## config.mk

```make
export PLATFORM = sky130hd
export DESIGN_NAME = tdpt_divider
export DESIGN_NICKNAME = d
export VERILOG_FILES = /design/src/rtl/tdpt_pkg.sv /design/src/rtl/tdpt_divider.sv
export SDC_FILE = /design/constraint.sdc
export NUM_CORES = 1
export LEC_CHECK = 0
export BUFFER_PORTS_ARGS = -buffer_cell sky130_fd_sc_hd__buf_2
export CORE_UTILIZATION = 50
export DETAILED_ROUTE_END_ITERATION = 12
export GPL_ROUTABILITY_DRIVEN = 1
export PLACE_DENSITY = 0.73
export REMOVE_ABC_BUFFERS = 1
export SYNTH_ARGS = -nofsm -noshare
export SYNTH_HDL_FRONTEND = slang
export SYNTH_SLANG_ARGS = --single-unit
```

## constraint.sdc

```tcl
create_clock -name clock -period 3.6 [get_ports clock]
set_input_delay 0.18 -clock clock [delete_from_list [all_inputs] [get_ports clock]]
set_output_delay 0.18 -clock clock [all_outputs]
set_load 0.1 [all_outputs]
```

## src/rtl/tdpt_pkg.sv

```systemverilog
`default_nettype none

package tdpt_pkg;

   // Default operand width of the number under test
   localparam int DEF_DATA_WIDTH = 32;

   // Width of the response data bus (one byte holds the prime flag)
   localparam int RSP_DATA_W = 8;

   // Status from the remainder unit back to the sequencer
   typedef struct packed {
      logic done;      // one-cycle pulse when the remainder is final
      logic rem_zero;  // remainder is zero, valid with done
   } div_sts_type;

endpackage

`default_nettype wire

```

## src/rtl/tdpt_divider.sv

```systemverilog
`default_nettype none

module tdpt_divider #(
   parameter int DATA_WIDTH = tdpt_pkg::DEF_DATA_WIDTH
) (
   input  logic                    clock,
   input  logic                    reset,
   input  logic                    start,
   input  logic [DATA_WIDTH-1:0]   dividend,
   input  logic [DATA_WIDTH-1:0]   divisor,
   output tdpt_pkg::div_sts_type   sts
);
   import tdpt_pkg::*;

   localparam int CNT_W = $clog2(DATA_WIDTH + 1);

   logic [DATA_WIDTH-1:0] dvd_ff, dvd_in;
   logic [DATA_WIDTH-1:0] dsr_ff, dsr_in;
   logic [DATA_WIDTH-1:0] rem_ff, rem_in;
   logic [CNT_W-1:0]      cnt_ff, cnt_in;
   logic                  busy_ff, busy_in;
   logic                  done_ff, done_in;
   logic [DATA_WIDTH:0]   trial;
   logic [DATA_WIDTH:0]   diff;

   // One restoring step: shift in the next dividend bit, subtract if it fits
   assign trial = {rem_ff, dvd_ff[DATA_WIDTH-1]};
   assign diff  = trial - {1'b0, dsr_ff};

   always_comb begin
      dvd_in  = dvd_ff;
      dsr_in  = dsr_ff;
      rem_in  = rem_ff;
      cnt_in  = cnt_ff;
      busy_in = busy_ff;
      done_in = 1'b0;
      if (start) begin
         dvd_in  = dividend;
         dsr_in  = divisor;
         rem_in  = '0;
         cnt_in  = CNT_W'(DATA_WIDTH);
         busy_in = 1'b1;
      end else if (busy_ff) begin
         dvd_in = {dvd_ff[DATA_WIDTH-2:0], 1'b0};
         if (diff[DATA_WIDTH] == 1'b0) begin
            rem_in = diff[DATA_WIDTH-1:0];
         end else begin
            rem_in = trial[DATA_WIDTH-1:0];
         end
         cnt_in = cnt_ff - CNT_W'(1);
         if (cnt_ff == CNT_W'(1)) begin
            busy_in = 1'b0;
            done_in = 1'b1;
         end
      end
   end

   always_ff @(posedge clock) begin
      dvd_ff <= dvd_in;
      dsr_ff <= dsr_in;
      rem_ff <= rem_in;
      cnt_ff <= cnt_in;
      if (reset) begin
         busy_ff <= 1'b0;
         done_ff <= 1'b0;
      end else begin
         busy_ff <= busy_in;
         done_ff <= done_in;
      end
   end

   assign sts.done     = done_ff;
   assign sts.rem_zero = (rem_ff == '0);

endmodule

`default_nettype wire

```

# == After elaboration in Yosys (flattened, before gate mapping) ==
# Cells that the tools add are included.
# classes
n_shift,0
reduce_logical,3
n_bitwise,1
n_mul,0
n_eq_ne,1
n_addsub,2
div,0
n_mux,7
order_cmp,0
# ops
operator,count
$mux W32,3
$sub A33 B32 Y33,1
$logic_not A32 Y1,1
$eq A6 B1 Y1 const B,1
$sub A6 B1 Y6 const B,1
$mux W1,4
$reduce_or A3 Y1,1
$reduce_bool A2 Y1,1
$not A1 Y1,1
# totals
elab_cells,20
latch_bits,0
ff_bits,104
n_memories,0
ramBits,0
romBits,0

# == Longest topological paths before layout ==
# depth
depth_word,4
ltp_mapped,13
ltp_nobuf,12

# == Worst setup path after synthesis ==
# OpenSTA, ideal clock, no wires.
# synth_path
path_kind,reg2reg
startpoint,reg dvd_ff[31]
endpoint,reg rem_ff[10]
path_stages_with_launch,14
arrival_ps,3079
path_buffers,1
path_slack_ps,384
cell_sequence,edfxtp_1 inv_1 ha_1 fa_1 nand2b_1 a21o_1 a31o_1 a2111oi_4 a21oi_2 o31a_1 xnor2_4 buf_6 mux2i_1 a211oi_1
# synth_via
elab_chain_len,2
# synth_lines
element,line,text
start: declaration,tdpt_divider.sv:17,"logic [DATA_WIDTH-1:0] dvd_ff, dvd_in;"
start signal: assignment,tdpt_divider.sv:59,dvd_ff <= dvd_in;
$sub A33 B32 Y33,tdpt_divider.sv:28,"assign diff = trial - {1'b0, dsr_ff};"
$mux W32,tdpt_divider.sv:45,if (diff[DATA_WIDTH] == 1'b0) begin
end signal: assignment,tdpt_divider.sv:61,rem_ff <= rem_in;
end: declaration,tdpt_divider.sv:19,"logic [DATA_WIDTH-1:0] rem_ff, rem_in;"
# Every way passes these cells.
# A chain may end at the register's enable or synchronous reset.

# == Worst setup path in the final report ==
# layout_path
startpoint,reg dvd_ff[31]
endpoint,reg rem_ff[8]
# The elaborated chain is that of the path after synthesis.

==> impl_metrics.json <==
{
  "n_fill_cell": 949,
  "hold_depth": 1,
  "finalMaxSlewViolations": 0,
  "ys_types": 55,
  "die_w_um": 112,
  "path_buf_inv": 2,
  "power_frac_seq": 0.435,
  "peakVddDrop_uv": 367,
  "grt_pass1_wl_um": 21200,
  "grt_pass1_vias": 4639,
  "holdCritStartpoint": "divisor[11]",
  "max_freq_ghz": 0.297,
  "coreArea_mm2": 0.0116,
  "cts_tree": "built",
  "p_int_mw": 2.32,
  "path_clk_slew_ns": 0.08,
  "clockBufferDepth": 2,
  "cts_made_buffers": 9,
  "power_leakage_nw": 2.94,
  "grt.overflow.total": 0,
  "final_cell_mix": "buf_2, edfxtp_1, nor2_1",
  "vias_per_cell": 5.68,
  "crit_type": "reg -> reg",
  "drive_gt1_frac": 0.191,
  "hold_path_end": "dsr_ff[11]$_DFFE_PP_",
  "synth.avg_cell_area_um2": 10.4,
  "slew_headroom": 0.458,
  "finalWorstSetupSlack_ns": 0.231,
  "multi_input_area_mm2": 0.00303,
  "area_growth_pct": 18.0,
  "min_period_over_period": 0.936,
  "synth-edff-count": 64,
  "start_util": 0.521,
  "pin_count": 69,
  "htreeDepth": 3,
  "grt_max_degree": 59,
  "final.min_clock_period_ns": 3.37,
  "antenna_found_initial": 0,
  "critPathArrivalTime_ns": 3.56,
  "nets": 772,
  "drt_iter0_drc": 219,
  "portBuffers": 68,
  "synth-main-ff-cell": "edfxtp_1",
  "rsz0062_at_grt": "no",
  "worst_hold_slack_ns": 0.0125,
  "wl_per_cell_um": 15.4,
  "clkSinkCount": 104,
  "layout_commonest_cell": "buf_2",
  "hp-class": "in -> reg",
  "drv_cap": 0,
  "timing.rr.end": "rem_ff[8]$_SDFFE_PP0P_",
  "rows": 39,
  "final_util": 0.614,
  "r2r_start": "dvd_ff[31]$_DFFE_PP_",
  "worstMarginPinSlew_ns": 0.814,
  "grt_use_total": 0.212,
  "root_buffer": "clkbuf_16",
  "async_flop_share": 0,
  "slowest_stage": "fa_1",
  "pwr-share-clk": 0.288,
  "routed-via-count": 4643,
  "drcViolationCount": 2,
  "p_comb_frac": 0.276,
  "dp_hpwl_um": 8860,
  "tns_ns": 0,
  "die-area_mm2": 0.0125,
  "synth_top_area_share": 0.318,
  "worstSetupStartpointType": "flip-flop",
  "skew_ns": 0.0100,
  "path_cells": "inv_1 > ha_1 > fa_1 > nand2b_1 > a21o_1 > a31o_1 > a2111oi_4 > a21oi_2 > o31a_1 > xnor2_4 > buf_6 > mux2i_1 > a211oi_1",
  "syn_area_mm2": 0.00605,
  "hold_viol": 0,
  "syn_inst": 581,
  "power_density_mw_per_mm2": 474,
  "switching_power_mw": 1.06,
  "dr.pass1.iters": 9,
  "required_ns": 3.79,
  "yosysTopAreaCell": "edfxtp_1",
  "antenna_left": 0,
  "routed_wirelength_um": 12600,
  "gp_congestion": 0.882,
  "antenna_cells": 0,
  "seq_area_mm2": 0.00272,
  "r2r_slack_ns": 0.23,
  "violations": "DRC",
  "setup_viol": 0,
  "crit_family": "compound AO/OA/AOI/OAI gates",
  "crit_path_end_kind": "flip-flop",
  "insertion_delay_ns": 0.36,
  "yosys-top-cells-area": "edfxtp_1, dfxtp_1, ha_1",
  "rr_worst_depth": 13,
  "fp.dieH_um": 112,
  "synth-seq-cells": 104,
  "yosysWarnings": 0,
  "outcome": "finished with violations",
  "netSwitchingFraction": 0.313,
  "critPathMaxStageDelay_ns": 0.40,
  "seq_area_frac_synth": 0.450,
  "dp_slack_ns": 0.118,
  "crit_fanout": 12
}
==> repair_timing <==
item                       in CTS  in global routing
gates resized for setup         0                  1
setup buffers                   0                  1
setup endpoints to repair       0                 10
hold endpoints to repair       33                  0
hold buffers                   32                  0
==> power groups by stage <==
stage	clock [mW]	sequential (mW)	combinational, mW
final	0.974	1.47	0.935
after CTS	1.01	1.47	0.926
after global routing	1.04	1.49	1.03
after detailed placement	0	1.50	0.894
after global placement	0	1.49	0.867
after floorplan	0	1.47	0.673
==> synthesized netlist by cell type (2+ instances only) <==
library cell  instances
nand3_1               5
o211ai_1              9
edfxtp_1             64
a2111oi_0             4
mux2_2               31
nor3_1                6
xnor2_1              21
nand4_1               8
clkbuf_1             25
o21a_1                4
a211oi_1             32
xor2_1               12
buf_6                 3
o21bai_1              3
a22o_1                2
nand2_1              30
mux2i_1              29
inv_1                42
o31ai_1               2
nor4_1                9
a21oi_1              31
ha_1                 34
nor2_1               55
nand2b_1              7
nor3b_1               2
and2_1                5
o21ai_0              15
a21o_1               18
a31oi_1               6
nand4b_1              2
nor2b_1               2
dfxtp_1              40
==> per-layer routing <==
layer | GRT usage | vias up | wire, um
met4 | 0.0782 | 0 | 243
met1 | 0.256 | 2196 | 5700
li1 | - | 2313 | -
met5 | 0 | - | 0
met2 | 0.366 | 116 | 6060
met3 | 0.0533 | 18 | 562
==> worst max path at each step <==
stage                     slack [ns]  cells past startpoint                 start                      end
after detailed placement        0.12                     13  dvd_ff[31]$_DFFE_PP_   rem_ff[8]$_SDFFE_PP0P_
after global routing           0.007                     13  dvd_ff[31]$_DFFE_PP_  rem_ff[26]$_SDFFE_PP0P_
after CTS                       0.09                     13  dvd_ff[31]$_DFFE_PP_   rem_ff[8]$_SDFFE_PP0P_
after floorplan                -0.17                     12  dvd_ff[31]$_DFFE_PP_  rem_ff[10]$_SDFFE_PP0P_
final                           0.23                     13  dvd_ff[31]$_DFFE_PP_   rem_ff[8]$_SDFFE_PP0P_
after global placement          0.26                     13  dvd_ff[31]$_DFFE_PP_   rem_ff[6]$_SDFFE_PP0P_
==> kinds of logic after synthesis <==
| kind of cell | after synthesis | share of synthesized area |
|---|---|---|
| AO/OA/AOI/OAI | 141 | 0.164 |
| XOR/XNOR | 34 | 0.0523 |
| adder cells (fa/ha/maj) | 35 | 0.0737 |
| buffers and inverters | 71 | 0.0484 |
| flip-flops | 104 | 0.450 |
| multiplexers | 60 | 0.106 |
| AND/OR/NAND/NOR | 136 | 0.106 |
==> registers in the layout (all words and copies together), names as in the netlist <==
name / cells
busy_ff: 1
cnt_ff: 6
done_ff: 1
dsr_ff: 32
dvd_ff: 32
rem_ff: 32
==> cell type report <==
| class | instances | area share |
|---|---|---|
| Clock buffer | 9 | 0.0316 |
| Clock inverter | 7 | 0.0100 |
| Inverter | 42 | 0.0221 |
| Multi-Input combinational cell | 406 | 0.425 |
| Sequential cell | 104 | 0.382 |
| Tap cell | 143 | 0.0251 |
| Timing Repair Buffer | 107 | 0.104 |
==> stage by stage <==
step	instances	cell area, um^2	total power, mW
after floorplan	552	5910	2.15
after global placement	769	6500	2.36
after detailed placement	769	6500	2.39
after CTS	817	7120	3.40
after global routing	818	7130	3.56
final	818	7130	3.38
Power figures use the tool's default switching activity.
